===== src/rtl/npcs_pkg.sv =====
// Shared types, constants and widths for the nearest palette color search block.
package npcs_pkg;

    // Palette size default
    localparam int PALETTE_ENTRIES_DEF = 256;

    // Field widths
    localparam int COLOR_W  = 8;
    localparam int BRIGHT_W = 12;
    localparam int ENTRY_W  = 3 * COLOR_W + BRIGHT_W;
    localparam int SUM_W    = 18;
    localparam int RAD_W    = 26;
    localparam int ROOT_W   = 13;
    localparam int REM_W    = 15;
    localparam int STEP_W   = 4;
    localparam int COL_W    = 33;
    localparam int DIST_W   = 42;

    // Root iterations, two radicand bits each
    localparam logic [STEP_W-1:0] ROOT_LAST_STEP = STEP_W'(ROOT_W - 1);

    // Fixed-point constants (Q0.16)
    localparam logic [15:0] BRIGHT_SCALE = 16'd37837;
    localparam logic [15:0] BRIGHT_ROUND = 16'd32768;
    localparam logic [15:0] W_RED        = 16'd19661;
    localparam logic [15:0] W_GREEN      = 16'd38666;
    localparam logic [15:0] W_BLUE       = 16'd7209;
    localparam logic [15:0] W_BRIGHT     = 16'd45875;

    // Request commands
    localparam logic CMD_LOAD  = 1'b0;
    localparam logic CMD_QUERY = 1'b1;

    // Query operands held for the scan
    typedef struct packed {
        logic [COLOR_W-1:0]  red;
        logic [COLOR_W-1:0]  green;
        logic [COLOR_W-1:0]  blue;
        logic [BRIGHT_W-1:0] bright;
    } t_query;

    // Status from the brightness unit
    typedef struct packed {
        logic                done;
        logic [BRIGHT_W-1:0] bright;
    } t_bright_status;

    // Brightness unit sequencer
    typedef enum logic [1:0] {
        BR_IDLE,
        BR_ROOT,
        BR_SCALE
    } t_bright_state;

    // Top-level sequencer
    typedef enum logic [1:0] {
        ST_IDLE,
        ST_BRIGHT,
        ST_SCAN,
        ST_OUT
    } t_state;

endpackage


===== src/rtl/npcs_dist.sv =====
// Weighted distance pipeline: one palette entry per cycle, five stages.
module npcs_dist #(
    parameter int IDX_W = $clog2(npcs_pkg::PALETTE_ENTRIES_DEF)
) (
    input  logic                         i_clk,
    input  logic                         i_rst_n,
    input  logic                         i_valid,
    input  logic [IDX_W-1:0]             i_idx,
    input  logic [npcs_pkg::ENTRY_W-1:0] i_entry,
    input  npcs_pkg::t_query             i_query,
    output logic                         o_valid,
    output logic [IDX_W-1:0]             o_idx,
    output logic [npcs_pkg::DIST_W-1:0]  o_dist
);
    import npcs_pkg::*;

    localparam int STAGES = 5;

    logic [STAGES-1:0]  r_vld;
    logic [IDX_W-1:0]   r_idx [STAGES];

    logic [COLOR_W-1:0]  e_red, e_green, e_blue;
    logic [BRIGHT_W-1:0] e_bright;

    logic [COLOR_W-1:0]  r_dr, r_dg, r_db;
    logic [BRIGHT_W-1:0] r_dv;
    logic [15:0]         r_sr, r_sg, r_sb;
    logic [23:0]         r_sv;
    logic [31:0]         r_wr, r_wg, r_wb;
    logic [39:0]         r_wv;
    logic [COL_W-1:0]    r_col;
    logic [39:0]         r_bt;
    logic [DIST_W-1:0]   r_dist;

    // Unpack entry
    assign e_red    = i_entry[ENTRY_W-1 -: COLOR_W];
    assign e_green  = i_entry[ENTRY_W-COLOR_W-1 -: COLOR_W];
    assign e_blue   = i_entry[BRIGHT_W +: COLOR_W];
    assign e_bright = i_entry[BRIGHT_W-1:0];

    // Advance valid tags
    always_ff @(posedge i_clk) begin
        if (!i_rst_n) begin
            r_vld <= '0;
        end else begin
            r_vld <= {r_vld[STAGES-2:0], i_valid};
        end
    end

    // Advance index tags
    always_ff @(posedge i_clk) begin
        r_idx[0] <= i_idx;
        for (int i = 1; i < STAGES; i++) begin
            r_idx[i] <= r_idx[i-1];
        end
    end

    // Stage 1: absolute differences
    always_ff @(posedge i_clk) begin
        r_dr <= (e_red > i_query.red)     ? e_red - i_query.red     : i_query.red - e_red;
        r_dg <= (e_green > i_query.green) ? e_green - i_query.green : i_query.green - e_green;
        r_db <= (e_blue > i_query.blue)   ? e_blue - i_query.blue   : i_query.blue - e_blue;
        r_dv <= (e_bright > i_query.bright) ? e_bright - i_query.bright
                                            : i_query.bright - e_bright;
    end

    // Stage 2: squares
    always_ff @(posedge i_clk) begin
        r_sr <= r_dr * r_dr;
        r_sg <= r_dg * r_dg;
        r_sb <= r_db * r_db;
        r_sv <= r_dv * r_dv;
    end

    // Stage 3: weights
    always_ff @(posedge i_clk) begin
        r_wr <= r_sr * W_RED;
        r_wg <= r_sg * W_GREEN;
        r_wb <= r_sb * W_BLUE;
        r_wv <= r_sv * W_BRIGHT;
    end

    // Stage 4: color sum, hold brightness term
    always_ff @(posedge i_clk) begin
        r_col <= COL_W'(r_wr) + COL_W'(r_wg) + COL_W'(r_wb);
        r_bt  <= r_wv;
    end

    // Stage 5: full-width distance
    always_ff @(posedge i_clk) begin
        r_dist <= DIST_W'({r_col, 8'd0}) + DIST_W'(r_bt);
    end

    assign o_valid = r_vld[STAGES-1];
    assign o_idx   = r_idx[STAGES-1];
    assign o_dist  = r_dist;

endmodule


===== config.mk =====
export PLATFORM = sky130hd
export DESIGN_NAME = npcs_dist
export DESIGN_NICKNAME = d
export VERILOG_FILES = /design/src/rtl/npcs_pkg.sv /design/src/rtl/npcs_dist.sv
export SDC_FILE = /design/constraint.sdc
export NUM_CORES = 2
export LEC_CHECK = 0
export ABC_AREA = 1
export ABC_CLOCK_PERIOD_IN_PS = 12650
export BUFFER_PORTS_ARGS = -buffer_cell sky130_fd_sc_hd__buf_4
export CAP_MARGIN = 20
export CORE_UTILIZATION = 40
export DETAILED_ROUTE_END_ITERATION = 8
export GPL_TIMING_DRIVEN = 0
export PLACE_DENSITY_LB_ADDON = 0.15
export SLEW_MARGIN = 30
export SYNTH_ARGS = -nofsm -noshare
export SYNTH_HDL_FRONTEND = slang
export SYNTH_SLANG_ARGS = --single-unit

===== constraint.sdc =====
create_clock -name i_clk -period 12.65 [get_ports i_clk]
set_input_delay 0.6325 -clock i_clk [delete_from_list [all_inputs] [get_ports i_clk]]
set_output_delay 0.6325 -clock i_clk [all_outputs]
set_load 0.05 [all_outputs]

Word level (Yosys, flattened, before mapping)
Memory sizes are Yosys's and may differ from the RTL's. Index checks and enable logic that the tools add are counted.

Flip-flop bits (word level): 359. Bits in writable memories: 40. Input bits: 83. Output and inout bits: 51. Word-level logic and storage cells: 44. Memories: 1.

$add $sub $neg: 11. Multiply operators: 8. $lt $le $gt $ge: 4. Multiplexer cells: 4.

Memory list: r_idx (depth 5, width 8, rd ports 5, clocked after memory_dff 0, wr ports 5, RTL line npcs_dist.sv:20) `logic [IDX_W-1:0] r_idx [STAGES];`.

Operators by type and width (number): $mul A16 B15 Y31 const B (2); $mul A8 B8 Y16 (3); $sub A8 B8 Y8 (6); $add A41 B40 Y42 (1); $mul A24 B16 Y40 const B (1); $add A31 B32 Y33 (1); $add A33 B29 Y33 (1); $mul A16 B13 Y29 const B (1); $gt A8 B8 Y1 (3); $mul A12 B12 Y24 (1); $mux W8 (3); $sub A12 B12 Y12 (2); $gt A12 B12 Y1 (1); $mux W12 (1).

Longest topological paths before layout
Word-level depth: 2. Depth in mapped cells: 24. Gate-level depth less buffers: 24.

Worst setup path before layout
No wires, ideal clock.

Path kind: reg2reg. Start: reg r_dv[3]. End: reg r_sv[23]. Setup time: 113 ps. Arrival: 4582 ps. Data required time: 12537 ps. Setup slack: 7955 ps. Stages on the path, launching flop included: 20. Path buffers: 1. Period minus slack after synthesis: 4695 ps. Cells stage by stage: dfxtp_1 > clkbuf_1 > nand2_1 > inv_1 > fa_1 > fa_1 > inv_1 > fa_1 > inv_1 > fa_1 > inv_1 > fa_1 > inv_1 > ha_1 > nand2_1 > nor2_1 > a21boi_0 > o21ai_0 > nand4_1 > nand2_1.

Longest elaborated chain between the ends: 1.

Ends and longest elaborated chain: start, declared (RTL line npcs_dist.sv:26) `logic [BRIGHT_W-1:0] r_dv;`; start signal, assigned (RTL line npcs_dist.sv:63) `r_dv <= (e_bright > i_query.bright) ? e_bright - i_query.bright`; $mul A12 B12 Y24 (RTL line npcs_dist.sv:72) `r_sv <= r_dv * r_dv;`; end signal, assigned (RTL line npcs_dist.sv:72); end, declared (RTL line npcs_dist.sv:28) `logic [23:0] r_sv;`.

Every way passes these cells. A chain may end at the register's enable or synchronous reset.

Final worst setup path
Start: reg r_dv[2]. End: reg r_sv[22].

Same word-level chain as after synthesis.

==> metrics.txt <==
clk slew on worst S/H paths=0.06 ns; Detailed Routing Iterations Pass 1=7; cell area after synthesis=45530 um^2; post-synthesis xor/xnor area fraction=0.03924; ys flop type=dfxtp_1; crit path cell chain=clkbuf_1 -> nand2_1 -> inv_1 -> fa_1 -> fa_1 -> inv_1 -> fa_1 -> inv_1 -> fa_1 -> inv_1 -> fa_1 -> inv_1 -> ha_1 -> nand2_1 -> inv_1 -> a21oi_1 -> nand3_1 -> nand3b_1 -> nand2_1 -> nand2_1 -> nand2_1; WL final=105100 um; Fin Clk Skew=0.02758 ns; CP arrival=5.88 ns; post-DP HPWL=93030 um; CP endpoint kind=register; relative slew slack=0.6284; status=completed; cts hold-fix bufs=0; CTS buffer count=48; Final ANT Viol Nets=0; Worst setup SP type=register; Total GRT Usage=0.1866; Die X=339.4 um; sequential share of the synthesized area=0.1710; RD Place Congestion=0.9229; Final Hold Fails=0; Worst Path Required=13.17 ns; GR Util met2=0.3169; Worst Path Buf+Inv=7; number of diodes=0; endpoints failing setup=0; vias in the first global route=35.33k; I/O Buffers=133; GR peak layer=met2; synth warn=0; largest family of logic cells by synthesized area=adder cells; EDFF count, synth=0; DR DRC count=0; First DRT Iteration DRCs=1364; die area=115200 um^2; Simple-Gate Fraction of Synth Area=0.1684; worst skew pair latency=0.65 ns; cell family with most CP delay=adder cells; Synth Area in Adders=0.4373; global routing met3 resource utilization=0.01557; CTS H-tree lvls=2; maximum fanout along the worst path=10; chip height=339.4 um; Synth cell types=46; CTS-repair resized insts=0; fin crit period=5.355 ns; final worst path period share=0.4233; Remaining Overflow, GRT=0; most used cell, CP=inv_1; max_cap viols=0; vias per cell=4.626; initial antenna violation count=1; multiplexer area fraction after synthesis=0.0007419; GRT met1 Usage=0.2560; asr flop ratio synth=0; cells taking the most area after synthesis=ha_1 22%, fa_1 22%, dfxtp_1 17%; CP Class=reg -> reg; global-route wire length before repair=176700 um; Core Area=112700 um^2; # Post-CTS Setup Buffers=0; Tightest Pin Transition=0.5573 ns; reg2reg setup slack=7.30 ns; Final Net Count=7296; initial cell density of the core=0.4042; CTS sink count=389; via count=34.49k; Crit-path slowest cell=fa_1; Final Slew Violations=0; Hold/Removal Path Class=in -> reg; RSZ-0062 raised after global routing=false; synthesis-to-finish area growth=10.30%; Mapped Avg Cell Area=7.969 um^2; CTS max path bufs=3; FP Rows=123; CTS tree=done; largest net degree at the start of global routing=16; WL per Instance=14.10 um; Yosys reg bits=389; fmax=0.1867 GHz; TNS Setup=0 ns; cell count after synthesis=5714; cell taking the most area after synthesis=ha_1; # IOs=134; post-synth top area share=0.2209; share of cells above drive strength 1=0.04853; slowest stage delay, CP=0.55 ns; CTS root buf=clkbuf_16; Synth Area in Compound Gates=0.06598; FILL cells=11.47k
synth_stat cells, types with 3 or more instances:
cell type,number
a21boi_0,6
a21o_1,17
a21oi_1,288
a22oi_1,3
a31oi_1,7
and2_1,3
buf_2,8
buf_4,14
clkbuf_1,37
dfxtp_1,389
fa_1,492
ha_1,804
inv_1,1338
mux2_2,3
nand2_1,1231
nand2_2,13
nand3_1,176
nand3b_1,7
nand4_1,72
nor2_1,297
nor3_1,53
nor3_2,5
nor4_1,4
o2111ai_1,11
o211ai_1,11
o21a_1,6
o21ai_0,149
o21ai_1,6
o21ai_2,8
o21bai_1,25
or2_2,8
xnor2_1,47
xor2_1,157
per-layer routing:
metal	part of all wire	vias up
met2	0.46	471
li1	-	18040
met4	0.020	0
met3	0.029	114
met5	0	-
met1	0.49	15860
worst paths after layout:
path | from | endpoint | cells past startpoint
max reg2reg | r_dv[2] | r_sv[22] | 21
min reg2reg | r_wv[31] | r_bt[31] | 0
min | i_idx[2] | r_idx[0][2] | 1
max | r_dv[2] | r_sv[22] | 21
kinds of logic after synthesis:
kind of cell	Yosys count
and+or+nand+nor	1876
buffers and inverters	1401
adders and majority gates	1296
AOI/OAI and AO/OA	543
DFF	389
xor gates and xnor gates	204
muxes	3
other	2
cell usage in the layout, fill, tap and decap left out, drive strengths merged, types with 14 or more instances in the layout:
master | Yosys | routed
nand2 | 1245 | 1245
ha | 804 | 804
nand4 | 72 | 72
xor2 | 157 | 157
a21o | 17 | 17
clkbuf | 37 | 98
dfxtp | 389 | 389
conb | 2 | 22
nor3 | 58 | 58
nor2 | 298 | 298
clkinv | 0 | 14
fa | 492 | 492
nand3 | 177 | 177
o21ai | 163 | 163
inv | 1340 | 1345
o21bai | 25 | 25
xnor2 | 47 | 47
a21oi | 290 | 290
buf | 24 | 157
sequential cells by signal (all words and copies together), names as in the netlist, 23 cells and up:
name    cells
r_bt       39
o_dist     41
r_wb       28
r_wv       39
r_sv       23
r_wg       30
r_idx      40
r_wr       30
r_col      33
worst reg2reg max path, stage by stage (launching register included):
cell and delay (ns):
dfxtp_1 0.47, clkbuf_1 0.47, nand2_1 0.10, inv_1 0.14
fa_1 0.44, fa_1 0.55, inv_1 0.05, fa_1 0.52
inv_1 0.05, fa_1 0.52, inv_1 0.05, fa_1 0.52
inv_1 0.04, ha_1 0.35, nand2_1 0.20, inv_1 0.06
a21oi_1 0.15, nand3_1 0.21, nand3b_1 0.18, nand2_1 0.06
nand2_1 0.05, nand2_1 0.05
layout make-up:
| cell class | count | area (um^2) | share of cell area |
|---|---|---|---|
| repair buffers | 133 | 998.5 | 0.01988 |
| clock buffers | 61 | 1350 | 0.02688 |
| multi-input cells | 3944 | 32480 | 0.6468 |
| clock inverters | 27 | 391.6 | 0.007798 |
| plain buffers | 61 | 306.5 | 0.006103 |
| flip-flops and latches | 389 | 7787 | 0.1551 |
| inverters | 1340 | 5030 | 0.1001 |
| well taps | 1500 | 1877 | 0.03737 |
per-stage QoR:
step / worst slack, ns / std cells / utilization / hold WS [ns] / instance area [um^2]
final: 7.295 / 7455 / 0.4458 / 0.09414 / 50220
after global routing: 6.898 / 7455 / 0.4458 / 0.05853 / 50220
after CTS: 7.207 / 7455 / 0.4458 / 0.04543 / 50220
after detailed placement: 7.215 / 7367 / 0.4304 / 0.3121 / 48480
after global placement: 7.257 / 7367 / 0.4304 / 0.3104 / 48480
after floorplan: 7.955 / 5734 / - / 0.3096 / 45610
Power is not shown: default switching activity piles up to over one toggle a cycle in this logic, so the estimate is an artifact.
