`config.mk`:
```
export PLATFORM = sky130hd
export DESIGN_NAME = npcs_bright
export DESIGN_NICKNAME = d
export VERILOG_FILES = /design/src/rtl/npcs_pkg.sv /design/src/rtl/npcs_bright.sv
export SDC_FILE = /design/constraint.sdc
export NUM_CORES = 1
export LEC_CHECK = 0
export CORE_ASPECT_RATIO = 0.8
export CORE_MARGIN = 4
export CORE_UTILIZATION = 61
export DETAILED_ROUTE_END_ITERATION = 7
export DONT_BUFFER_PORTS = 1
export PLACE_DENSITY = 0.8
export SYNTH_ARGS = -nofsm -noshare
export SYNTH_HDL_FRONTEND = slang
export SYNTH_SLANG_ARGS = --single-unit
```
`constraint.sdc`:
```
create_clock -name i_clk -period 5.9 [get_ports i_clk]
set_input_delay 0.295 -clock i_clk [delete_from_list [all_inputs] [get_ports i_clk]]
set_output_delay 0.295 -clock i_clk [all_outputs]
set_load 0.02 [all_outputs]
```
`src/rtl/npcs_pkg.sv`:
```
// Shared types, constants and widths for the nearest palette color search block.
package npcs_pkg;

    // Palette size default
    localparam int PALETTE_ENTRIES_DEF = 256;

    // Field widths
    localparam int COLOR_W  = 8;
    localparam int BRIGHT_W = 12;
    localparam int ENTRY_W  = 3 * COLOR_W + BRIGHT_W;
    localparam int SUM_W    = 18;
    localparam int RAD_W    = 26;
    localparam int ROOT_W   = 13;
    localparam int REM_W    = 15;
    localparam int STEP_W   = 4;
    localparam int COL_W    = 33;
    localparam int DIST_W   = 42;

    // Root iterations, two radicand bits each
    localparam logic [STEP_W-1:0] ROOT_LAST_STEP = STEP_W'(ROOT_W - 1);

    // Fixed-point constants (Q0.16)
    localparam logic [15:0] BRIGHT_SCALE = 16'd37837;
    localparam logic [15:0] BRIGHT_ROUND = 16'd32768;
    localparam logic [15:0] W_RED        = 16'd19661;
    localparam logic [15:0] W_GREEN      = 16'd38666;
    localparam logic [15:0] W_BLUE       = 16'd7209;
    localparam logic [15:0] W_BRIGHT     = 16'd45875;

    // Request commands
    localparam logic CMD_LOAD  = 1'b0;
    localparam logic CMD_QUERY = 1'b1;

    // Query operands held for the scan
    typedef struct packed {
        logic [COLOR_W-1:0]  red;
        logic [COLOR_W-1:0]  green;
        logic [COLOR_W-1:0]  blue;
        logic [BRIGHT_W-1:0] bright;
    } t_query;

    // Status from the brightness unit
    typedef struct packed {
        logic                done;
        logic [BRIGHT_W-1:0] bright;
    } t_bright_status;

    // Brightness unit sequencer
    typedef enum logic [1:0] {
        BR_IDLE,
        BR_ROOT,
        BR_SCALE
    } t_bright_state;

    // Top-level sequencer
    typedef enum logic [1:0] {
        ST_IDLE,
        ST_BRIGHT,
        ST_SCAN,
        ST_OUT
    } t_state;

endpackage

```
`src/rtl/npcs_bright.sv`:
```
// Brightness unit: squares sum, bit-serial integer square root, Q0.16 scale.
module npcs_bright (
    input  logic                          i_clk,
    input  logic                          i_rst_n,
    input  logic                          i_start,
    input  logic [npcs_pkg::COLOR_W-1:0]  i_red,
    input  logic [npcs_pkg::COLOR_W-1:0]  i_green,
    input  logic [npcs_pkg::COLOR_W-1:0]  i_blue,
    output npcs_pkg::t_bright_status      o_status
);
    import npcs_pkg::*;

    t_bright_state r_state, n_state;

    logic [RAD_W-1:0]    r_x;
    logic [REM_W-1:0]    r_rem;
    logic [ROOT_W-1:0]   r_root;
    logic [STEP_W-1:0]   r_step;
    logic                r_done;
    logic [BRIGHT_W-1:0] r_bright;

    logic [15:0]         sq_r, sq_g, sq_b;
    logic [SUM_W-1:0]    sum_sq;
    logic [REM_W+1:0]    rem_sh;
    logic [REM_W+1:0]    trial;
    logic                fits;
    logic [29:0]         scaled;

    // Sum of squares of the request color
    assign sq_r   = i_red * i_red;
    assign sq_g   = i_green * i_green;
    assign sq_b   = i_blue * i_blue;
    assign sum_sq = SUM_W'(sq_r) + SUM_W'(sq_g) + SUM_W'(sq_b);

    // One restoring root step: bring in two radicand bits, try root*4+1
    assign rem_sh = {r_rem, r_x[RAD_W-1 -: 2]};
    assign trial  = {2'b00, r_root, 2'b01};
    assign fits   = (rem_sh >= trial);

    // Scale root by 1/sqrt(3) with rounding
    assign scaled = 30'(r_root) * 30'(BRIGHT_SCALE) + 30'(BRIGHT_ROUND);

    // State register
    always_ff @(posedge i_clk) begin
        if (!i_rst_n) begin
            r_state <= BR_IDLE;
            r_done  <= 1'b0;
        end else begin
            r_state <= n_state;
            r_done  <= (r_state == BR_SCALE);
        end
    end

    // Next state
    always_comb begin
        n_state = r_state;
        case (r_state)
            BR_IDLE: begin
                if (i_start) begin
                    n_state = BR_ROOT;
                end
            end
            BR_ROOT: begin
                if (r_step == ROOT_LAST_STEP) begin
                    n_state = BR_SCALE;
                end
            end
            BR_SCALE: begin
                n_state = BR_IDLE;
            end
            default: begin
                n_state = BR_IDLE;
            end
        endcase
    end

    // Root datapath
    always_ff @(posedge i_clk) begin
        case (r_state)
            BR_IDLE: begin
                r_x    <= {sum_sq, 8'd0};
                r_rem  <= '0;
                r_root <= '0;
                r_step <= '0;
            end
            BR_ROOT: begin
                r_x    <= {r_x[RAD_W-3:0], 2'b00};
                r_step <= r_step + STEP_W'(1);
                if (fits) begin
                    r_rem  <= REM_W'(rem_sh - trial);
                    r_root <= {r_root[ROOT_W-2:0], 1'b1};
                end else begin
                    r_rem  <= REM_W'(rem_sh);
                    r_root <= {r_root[ROOT_W-2:0], 1'b0};
                end
            end
            BR_SCALE: begin
                r_bright <= scaled[16 +: BRIGHT_W];
            end
            default: begin
                r_step <= '0;
            end
        endcase
    end

    assign o_status.done   = r_done;
    assign o_status.bright = r_bright;

endmodule

```
Word level (Yosys, flattened, before mapping)
Index checks and enable logic that the tools add are counted.

storage, ports and cells
  register bits = 73
  bits in latches = 0
  bits in writable memories = 0
  bits in read-only memories = 0
  input port bits = 27
  output and inout port bits = 13
  word-level logic and storage cells = 34
  memories = 0

cells by class
  add/subtract/negate cells = 5
  multipliers = 4
  divide/modulo/power cells = 0
  $lt $le $gt $ge = 1
  equal/unequal tests = 5
  shifts and indexed selects = 0
  mux-type cells = 9
  bitwise logic cells = 0
  reduce and logical (&&, ||, !) cells = 3

operators with widths
  kind                      count
  $pmux W26 S2              1
  $mul A8 B8 Y16            3
  $pmux W15 S2              1
  $add A28 B16 Y28 const B  1
  $mul A13 B16 Y28 const B  1
  $pmux W13 S2              1
  $add A17 B16 Y18          1
  $add A16 B16 Y17          1
  $ge A17 B15 Y1            1
  $mux W15                  1
  $sub A15 B15 Y15          1
  $pmux W4 S2               1
  $add A4 B1 Y4 const B     1
  $eq A4 B4 Y1 const B      1
  $mux W2                   2
  $ne A2 B2 Y1 const B      2
  $pmux W2 S2               1
  $eq A2 B1 Y1 const B      1
  $eq A2 B2 Y1 const B      1
  $logic_not A2 Y1          1
  $reduce_and A2 Y1         1
  $reduce_bool A2 Y1        1
  $mux W1                   1

Depth between registers and ports, before layout
Gate-level depths: netlist of the first run.

  word-level depth = 4
  gate-level depth with buffers = 24
  mapped depth without buffers = 23

Least setup slack after synthesis of the first run
No wires, ideal clock.

  path type = input to register
  start point = input i_blue[0] (netlist bit)
  end point = register r_x[24], data pin
  library setup time = 0.268 ns
  arrival time = 5.983 ns
  required time = 5.632 ns
  path slack = -0.351 ns
  stages on the path = 20
  cells stage by stage = clkbuf_1 -> and2_1 -> inv_1 -> fa_1 -> fa_1 -> fa_1 -> inv_1 -> fa_1 -> fa_1 -> inv_1 -> fa_1 -> fa_1 -> inv_1 -> ha_1 -> a211oi_1 -> o31ai_1 -> or4b_1 -> a31oi_1 -> xor2_1 -> o21ai_0

on the way
  longest elaborated chain between the ends = 3

ends and longest elaborated chain
  item                  RTL line           RTL
  start, declared       npcs_bright.sv:8   input logic [npcs_pkg::COLOR_W-1:0] i_blue,
  $mul A8 B8 Y16        npcs_bright.sv:32  assign sq_b = i_blue * i_blue;
  $add A17 B16 Y18      npcs_bright.sv:33  assign sum_sq = SUM_W'(sq_r) + SUM_W'(sq_g) + SUM_W'(sq_b);
  $pmux W26 S2          npcs_bright.sv:79  case (r_state)
  end signal, assigned  npcs_bright.sv:81  r_x <= {sum_sq, 8'd0};
  end signal, assigned  npcs_bright.sv:87  r_x <= {r_x[RAD_W-3:0], 2'b00};
  end, declared         npcs_bright.sv:15  logic [RAD_W-1:0] r_x;

Every way passes these cells. The select of a mux whose other input is x is not followed.
A chain may end at the register's enable or synchronous reset.

Worst setup path after layout of the first run
  start point = input i_red[0] (netlist bit)
  end point = register r_x[24], data pin

on the way
  longest elaborated chain between the ends = 4

ends and longest elaborated chain
  item              RTL line           RTL
  start, declared   npcs_bright.sv:6   input logic [npcs_pkg::COLOR_W-1:0] i_red,
  $mul A8 B8 Y16    npcs_bright.sv:30  assign sq_r = i_red * i_red;
  $add A16 B16 Y17  npcs_bright.sv:33
  $add A17 B16 Y18  npcs_bright.sv:33
  $pmux W26 S2      npcs_bright.sv:79

Every way passes these cells. The select of a mux whose other input is x is not followed.

==> results.json, run 1 <==
{
  "synth.area.mux_share_pct": 0.248,
  "period_share_pct": 97.5,
  "status": "finished clean",
  "worstPathCellList": "and2_1 -> inv_1 -> fa_1 -> fa_1 -> fa_1 -> inv_1 -> fa_1 -> inv_1 -> fa_1 -> fa_1 -> inv_1 -> fa_1 -> ha_4 -> a21o_1 -> a211oi_4 -> o31ai_2 -> or4b_1 -> a31oi_1 -> xor2_1 -> o21ai_0",
  "path_buf_inv": 4,
  "ys.flop_type": "edfxtp_1",
  "postSynthAreaPerCell_um2": 10.1,
  "yosysTopAreaCell": "fa_1",
  "cpMostUsedCell": "fa_1",
  "final_cell_mix": "inv_1 (305), ha_1 (212), fa_1 (194)",
  "hold_depth": 2,
  "cp_top_family": "adder cells",
  "grt_pass1_wl_mm": 41.9,
  "cts-htree-levels": 3,
  "rsz0062_at_grt": "true",
  "layout-drive-gt1-share_pct": 5.99,
  "die_y_um": 134,
  "drtPass1Iterations": 5,
  "die-area_um2": 22200,
  "slowest_delay_ps": 540,
  "portBuffers": 0,
  "setup_slack_ps": 147,
  "async_flop_share_pct": 0,
  "cp_data_arrival_time_ps": 5830,
  "diodes": 0,
  "synth_cells": 1205,
  "stdcell_count": 1493,
  "synth_adder_area_share_pct": 54.3,
  "dp_cells": 1474,
  "core_area_um2": 19300,
  "min_period_ps": 5750,
  "required_ps": 5980,
  "ff2ff_path_depth": 18,
  "drc": 0,
  "crit_start": "i_red[0]",
  "synth-compound-area-share_pct": 6.17,
  "postCtsHoldBufs": 0,
  "path_max_fanout": 10,
  "finClkSkew_ps": 9.67,
  "cts-root-buf": "clkbuf_16",
  "relSlewSlack_pct": 34.5,
  "cts_tree": "yes",
  "crit_path_top_delay_cell": "fa_1",
  "crit_type": "in -> reg",
  "synth_cell_type_count": 55,
  "grt_use_total_pct": 23.7,
  "netlist_area_um2": 12100,
  "hold_ws_ps": 79.4,
  "start_util_pct": 62.9,
  "viasPerCell": 5.51,
  "ios": 40,
  "rrSetupSlack_ps": 190,
  "ys_seq_elements": 65,
  "r2r-start": "r_root[1]",
  "maxCapViolations": 0,
  "insertion_delay_ps": 340,
  "yosys.area_share.simple_pct": 10.1,
  "dp_hpwl_mm": 20.5,
  "dr.first_iter.drc_count": 456,
  "ys_seq_area_share_pct": 15.9,
  "ys_top_cells_by_area": "fa_1 (32%), ha_1 (22%), edfxtp_1 (15%)",
  "hold_path_class": "in -> reg",
  "crit_path_end_kind": "register",
  "yosysWarnings": 0,
  "grt_pass1_vias": 8758,
  "postRouteAntennaNets": 0,
  "drv_slew": 0,
  "nets": 1666,
  "row_count": 45,
  "synth_xor_area_share_pct": 3.11,
  "startpoint_type": "input pin",
  "numCtsBuffers": 9,
  "tightest_slew_ps": 981,
  "cts.clk_slew.worst_paths_ps": 60,
  "crit_end": "r_x[24]",
  "wl_per_cell_um": 16.2,
  "r2r-end": "r_bright[2]",
  "vias": 8227,
  "die_x_um": 166,
  "hold_viol": 0,
  "grt_overflow": 0,
  "worst-path-stages": 20,
  "synth_edf_count": 62,
  "drt_wl_total_mm": 24.2,
  "dpl_worst_slack_ps": -233,
  "max_freq_mhz": 174,
  "grt_max_degree": 48,
  "cts_buffer_depth": 2,
  "gp_congestion": 0.934,
  "syn_nets": 1641,
  "synth_top_family_by_area": "adder cells",
  "antenna_found_initial": 0,
  "synth_top_area_share_pct": 32.1,
  "mostFrequentLayoutCell": "inv_1",
  "setup_viol": 0,
  "cts_sinks": 65,
  "area_growth_pct": 7.11
}
[stage by stage]
stage / setup TNS [ps] / area [um2] / utilization, %
6_report: 0 / 13000 / 67.4
4_1_cts: 0 / 12900 / 67.1
2_1_floorplan: -31.8 / 12200 / -
3_3_place_gp: -323 / 12600 / 65.6
3_5_place_dp: -620 / 12600 / 65.6
5_1_grt: -139 / 13000 / 67.4
[registers in the layout, summed over array words and instances, names as in the netlist]
signal	flops
r_state	2
r_bright	12
r_done	1
r_rem	15
r_step	4
r_root	13
r_x	18
[cell families (layout without fill, tap and decap cells)]
group / Yosys count / count (layout)
compound gates: 117 / 117
xor+xnor: 43 / 43
fa+ha+maj: 409 / 409
buf+inv: 326 / 356
flops: 65 / 65
mux: 3 / 3
simple gates: 242 / 242
[worst min-delay path by stage]
| stage | start | end | slack, ps |
|---|---|---|---|
| after floorplan | i_rst_n | r_done | 430 |
| after global placement | i_rst_n | r_done | 440 |
| after detailed placement | i_rst_n | r_done | 440 |
| after CTS | i_rst_n | r_done | 80 |
| after global routing | i_rst_n | r_state[1] | 80 |
| final | i_rst_n | r_done | 80 |
[layer usage]
layer | up-vias | global-route usage, % | wire [um]
met5 | - | 0 | 0
met4 | 0 | 5.27 | 404
met3 | 38 | 3.35 | 1460
met2 | 232 | 38.0 | 11200
met1 | 4121 | 34.8 | 11100
li1 | 3836 | - | -
[synth_stat cells (2+ instances only)]
| library cell | instances |
|---|---|
| dfxtp_1 | 3 |
| xor2_1 | 19 |
| ha_1 | 215 |
| inv_1 | 306 |
| nand2_1 | 75 |
| mux2i_1 | 3 |
| nand2b_1 | 5 |
| clkbuf_1 | 15 |
| edfxtp_1 | 62 |
| o31ai_1 | 2 |
| a211oi_1 | 4 |
| o31a_1 | 4 |
| nor2b_1 | 15 |
| a21o_1 | 18 |
| fa_1 | 194 |
| nand3_1 | 11 |
| and3_1 | 8 |
| nor2_1 | 41 |
| nor3_1 | 8 |
| nand4_1 | 6 |
| xnor2_1 | 24 |
| a21oi_1 | 34 |
| and2_1 | 54 |
| a2111oi_0 | 2 |
| o21bai_1 | 2 |
| and4_1 | 2 |
| nand3b_1 | 2 |
| o21a_1 | 6 |
| a31oi_1 | 4 |
| or2_2 | 6 |
| or3_1 | 3 |
| o21ai_0 | 27 |
| or4_1 | 2 |
| a22oi_1 | 2 |
[layout make-up]
| class | instances | area (um2) |
|---|---|---|
| Inverter | 306 | 1150 |
| Multi-Input combinational cell | 814 | 9040 |
| Timing Repair Buffer | 34 | 255 |
| Tap cell | 258 | 323 |
| Clock buffer | 10 | 239 |
| Sequential cell | 65 | 1920 |
| Fill cell | 1471 | 6280 |
| Clock inverter | 6 | 48.8 |
[timing repair]
item	in CTS	in global routing
endpoints found under the setup margin	0	8
resized for setup	0	8
buffers inserted	0	3
hold endpoints to repair	0	0
Power of run 1 is not shown: default switching activity piles up to over one toggle a cycle in this logic, so the estimate is an artifact.
==> run 2: changes to the inputs <==
Settings changed: CORE_MARGIN 4 to 3, MAX_ROUTING_LAYER set to met4, TNS_END_PERCENT set to 5.
==> run 2 against run 1 <==
Effect of this change: hold slack gained 5.8 ps; non-clock buffer count shrank 4; maximum frequency grew 0.56%; sequential cell count is the same; routed wire length shrank 1.8%.
==> results.json, run 2 (same netlist as run 1, synthesis figures left out) <==
{
  "maxCapViolations": 0,
  "viasPerCell": 5.40,
  "core_area_um2": 19300,
  "portBuffers": 0,
  "crit_type": "reg -> reg",
  "finClkSkew_ps": 8.55,
  "max_freq_mhz": 175,
  "rsz0062_at_grt": "true",
  "postRouteAntennaNets": 0,
  "path_max_fanout": 3,
  "ff2ff_path_depth": 17,
  "cts-root-buf": "clkbuf_16",
  "relSlewSlack_pct": 35.4,
  "cpMostUsedCell": "fa_1",
  "cts_buffer_depth": 2,
  "ios": 40,
  "dr.first_iter.drc_count": 537,
  "numCtsBuffers": 9,
  "postCtsHoldBufs": 0,
  "min_to": "r_done",
  "rrSetupSlack_ps": 180,
  "cts_sinks": 65,
  "nets": 1662,
  "cts-htree-levels": 3,
  "cts.clk_slew.worst_paths_ps": 60,
  "vias": 8042,
  "largest_register": "r_x",
  "cp_top_family": "adder cells",
  "grt_max_degree": 48,
  "layout-drive-gt1-share_pct": 5.77,
  "area_growth_pct": 6.84,
  "drv_slew": 0,
  "worstPathCellList": "fa_1 -> inv_1 -> fa_1 -> fa_1 -> inv_1 -> fa_1 -> fa_1 -> ha_1 -> ha_1 -> a211oi_1 -> o41ai_1 -> a22oi_1 -> nor3_1 -> o2111ai_1 -> nand3b_1 -> a21oi_1 -> xnor2_1",
  "drt_wl_total_mm": 23.7,
  "gp_congestion": 0.938,
  "fin_util_pct": 67.2,
  "dp_hpwl_mm": 20.2,
  "reg_top3": "r_x x18, r_rem x15, r_root x13",
  "grt_overflow": 0,
  "cts_tree": "yes",
  "hold_depth": 2,
  "insertion_delay_ps": 340,
  "grt_pass1_vias": 8511,
  "start_util_pct": 62.9,
  "r2r-end": "r_bright[10]",
  "path_buf_inv": 2,
  "row_count": 45,
  "status": "finished clean",
  "slowest_delay_ps": 590,
  "die_y_um": 132,
  "grt_pass1_wl_mm": 40.9,
  "setup_viol": 0,
  "drtPass1Iterations": 5,
  "required_ps": 5990,
  "hold_path_class": "in -> reg",
  "period_share_pct": 97.0,
  "die-area_um2": 21600,
  "die_x_um": 164,
  "crit_path_top_delay_cell": "fa_1",
  "r2r-start": "r_root[1]",
  "hold_viol": 0,
  "min_period_ps": 5720,
  "hold_start": "i_rst_n",
  "wl_per_cell_um": 15.9,
  "mostFrequentLayoutCell": "inv_1",
  "tightest_slew_ps": 967,
  "crit_path_end_kind": "register",
  "largest_register_ffs": 18,
  "cp_data_arrival_time_ps": 5810,
  "diodes": 0,
  "final_cell_mix": "inv_1 (302), ha_1 (212), fa_1 (194)",
  "antenna_found_initial": 0,
  "startpoint_type": "register",
  "grt_use_total_pct": 24.5,
  "drc": 0
}
run 2: cell count changes in the layout (fill, tap and decap cells not counted), sizes merged:
cell / previous run / this run
buf: 34 / 30
clkinv: 0 / 3
clkinvlp: 3 / 1
bufinv: 0 / 1
clkbuf: 10 / 9
inv: 309 / 308
run 2: area by class of cell:
cell class,instances,area (um2)
multi-input cells,814,9020
well taps,258,323
clock inverters,7,77.6
flip-flops and latches,65,1920
inverters,306,1150
clock buffers,9,225
repair buffers,30,225
fillers,1470,6310
run 2: timing repair:
action / CTS / global route
buffers inserted: 0 / 0
setup endpoints to repair: 0 / 7
resized for setup: 0 / 10
run 2: worst max path at each step:
stage	start	endpoint	slack (ps)	cells past startpoint
floorplan	i_blue[1]	r_x[24]	-30	19
global placement	i_red[0]	r_x[24]	-150	20
detailed placement	i_red[0]	r_x[24]	-250	20
CTS	i_red[0]	r_x[24]	120	20
global route	i_red[0]	r_x[24]	-50	20
finish	r_root[1]	r_bright[10]	180	17
run 2: per-layer routing:
metal | share of wire (%) | GRT usage (%) | vias to the layer above
met3 | 6.5 | 4.21 | 36
li1 | - | - | 3830
met1 | 46 | 35.3 | 3936
met2 | 45 | 36.9 | 240
met5 | 0 | - | -
met4 | 1.8 | 5.17 | 0
run 2: stage by stage:
step | setup WS (ps) | TNS, ps | cell area (um2) | instances | hold WS [ps]
finish | 179 | 0 | 12900 | 1489 | 85.2
global placement | -146 | -314 | 12600 | 1473 | 435
global route | -53.9 | -73.0 | 12900 | 1489 | 87.1
floorplan | -31.8 | -31.8 | 12200 | 1205 | 426
detailed placement | -247 | -712 | 12600 | 1473 | 439
CTS | 121 | 0 | 12900 | 1489 | 74.7
run 2: worst reg2reg max path, delay by kind of cell, from the launching register on:
kind	cells	cell delay, ps
simple gates	2	340
fa+ha+maj	7	3110
compound gates	5	1400
xor+xnor	1	80
flops	1	430
buf+inv	2	120
Power of run 2 is left out for the same reason.
==> run 3: changes to the inputs <==
==> constraint.sdc (replaced) <==
create_clock -name i_clk -period 5.9 [get_ports i_clk]
set_input_delay 0.885 -clock i_clk [delete_from_list [all_inputs] [get_ports i_clk]]
set_output_delay 0.885 -clock i_clk [all_outputs]
set_load 0.02 [all_outputs]
==> run 3 against run 2 <==
Effect of this change: cell count grew 2.4%; sequential cell count is the same; routed wire length grew 1.0%; critical endpoint is now r_x[24]; global-route usage grew 0.32 points; cell area grew 2.8%; die area is the same; largest cell class unchanged; the run now ends with setup timing left.
==> results.json, run 3 (same netlist as run 1, synthesis figures left out) <==
{
  "tightest_slew_ps": 928,
  "gp_congestion": 0.928,
  "drtPass1Iterations": 5,
  "vias": 8194,
  "portBuffers": 0,
  "drv_slew": 0,
  "required_ps": 5980,
  "nets": 1698,
  "grt_pass1_vias": 8808,
  "place_area_um2": 12900,
  "crit_type": "in -> reg",
  "largest_register_ffs": 18,
  "start_util_pct": 62.9,
  "finClkSkew_ps": 6.65,
  "startpoint_type": "input pin",
  "relSlewSlack_pct": 37.7,
  "n_fill_cell": 1402,
  "cts.clk_slew.worst_paths_ps": 60,
  "row_count": 45,
  "diodes": 0,
  "grt_use_total_pct": 24.8,
  "core_area_um2": 19300,
  "max_freq_mhz": 159,
  "period_share_pct": 107,
  "hold_path_class": "reg -> reg",
  "layout-drive-gt1-share_pct": 9.55,
  "min_period_ps": 6300,
  "drc": 0,
  "status": "complete, but fails checks",
  "reg_top3": "r_x x18, r_rem x15, r_root x13",
  "cts-root-buf": "clkbuf_16",
  "area_growth_pct": 9.79,
  "largest_register": "r_x",
  "die-area_um2": 21600,
  "numCtsBuffers": 9,
  "ios": 40,
  "violations": "setup timing",
  "hold_ws_ps": 507,
  "cts_buffer_depth": 2,
  "maxCapViolations": 0,
  "grt_overflow": 0,
  "rsz0062_at_grt": "true",
  "cts_tree": "yes",
  "wl_per_cell_um": 15.7,
  "final_cell_mix": "inv_1 (302), ha_1 (210), fa_1 (193)",
  "grt_max_degree": 48,
  "antenna_found_initial": 0,
  "cp_data_arrival_time_ps": 6370,
  "dr.first_iter.drc_count": 452,
  "cts-htree-levels": 3,
  "die_y_um": 132,
  "grt_pass1_wl_mm": 42.0,
  "mostFrequentLayoutCell": "inv_1",
  "die_x_um": 164,
  "crit_path_end_kind": "register",
  "cts_sinks": 65,
  "rrSetupSlack_ps": 250,
  "insertion_delay_ps": 340,
  "viasPerCell": 5.37,
  "postCtsHoldBufs": 0,
  "design_area_um2": 13300,
  "drt_wl_total_mm": 24.0,
  "fin_util_pct": 69.1,
  "setup_viol": 7,
  "setup_slack_ps": -396,
  "postRouteAntennaNets": 0,
  "hold_viol": 0,
  "dp_hpwl_mm": 20.2,
  "path_max_fanout": 10
}
run 3: cell count changes in the layout (fill, tap and decap cells not counted), moves of 2 or more:
cell,delta
a21oi_1,-4
clkinv_4,-2
clkbuf_1,+2
nor2_2,+2
clkinvlp_4,+2
buf_4,+36
ha_1,-2
nor2_1,-2
inv_6,-2
a21oi_2,+4
run 3: what timing repair did:
action	4_1_cts	5_1_grt
gates resized for setup	10	13
setup buffers	0	0
endpoints found under the setup margin	7	16
pin swaps	3	1
run 3: path summary, 6_finish.rpt:
| kind | startpoint | end | depth (start not counted) |
|---|---|---|---|
| setup reg to reg | r_root[4] | r_bright[10] | 20 |
| hold / removal | r_state[1] | r_state[0] | 1 |
| setup / recovery | i_red[0] | r_x[24] | 20 |
| hold reg to reg | r_state[1] | r_state[0] | 1 |
run 3: layer usage:
layer,GRT usage (%),up-vias,part of all wire [%]
met2,37.9,188,46
li1,-,3906,-
met3,4.11,22,5.5
met4,2.54,0,0.90
met5,-,-,0
met1,36.5,4078,48
run 3: worst max-delay path: stages:
cell and delay (ps):
and2_4 140, fa_1 490, inv_2 40, fa_1 480, fa_1 500, inv_2 40, fa_1 490, inv_1 50
fa_1 460, fa_1 490, inv_1 50, fa_1 520, ha_4 210, a21o_1 220, a211oi_4 270, o31ai_2 110
or4b_1 480, a31oi_1 190, xor2_1 170, o21ai_1 70
run 3: final cells by class:
| class | count | area [um2] | share of cell area, % |
|---|---|---|---|
| Multi-Input combinational cell | 814 | 9110 | 68.5 |
| Sequential cell | 65 | 1920 | 14.4 |
| Inverter | 306 | 1150 | 8.64 |
| Timing Repair Buffer | 66 | 495 | 3.72 |
| Tap cell | 258 | 323 | 2.43 |
| Clock buffer | 12 | 246 | 1.85 |
| Clock inverter | 4 | 52.6 | 0.395 |
run 3: metrics by stage:
step | instances | setup TNS (ps) | setup WS, ps
final | 1525 | -1210 | -396
after global routing | 1525 | -2930 | -584
after CTS | 1525 | -1180 | -376
after detailed placement | 1509 | -4900 | -788
after global placement | 1509 | -4300 | -665
after floorplan | 1205 | -2910 | -534
Power of run 3 is left out for the same reason.
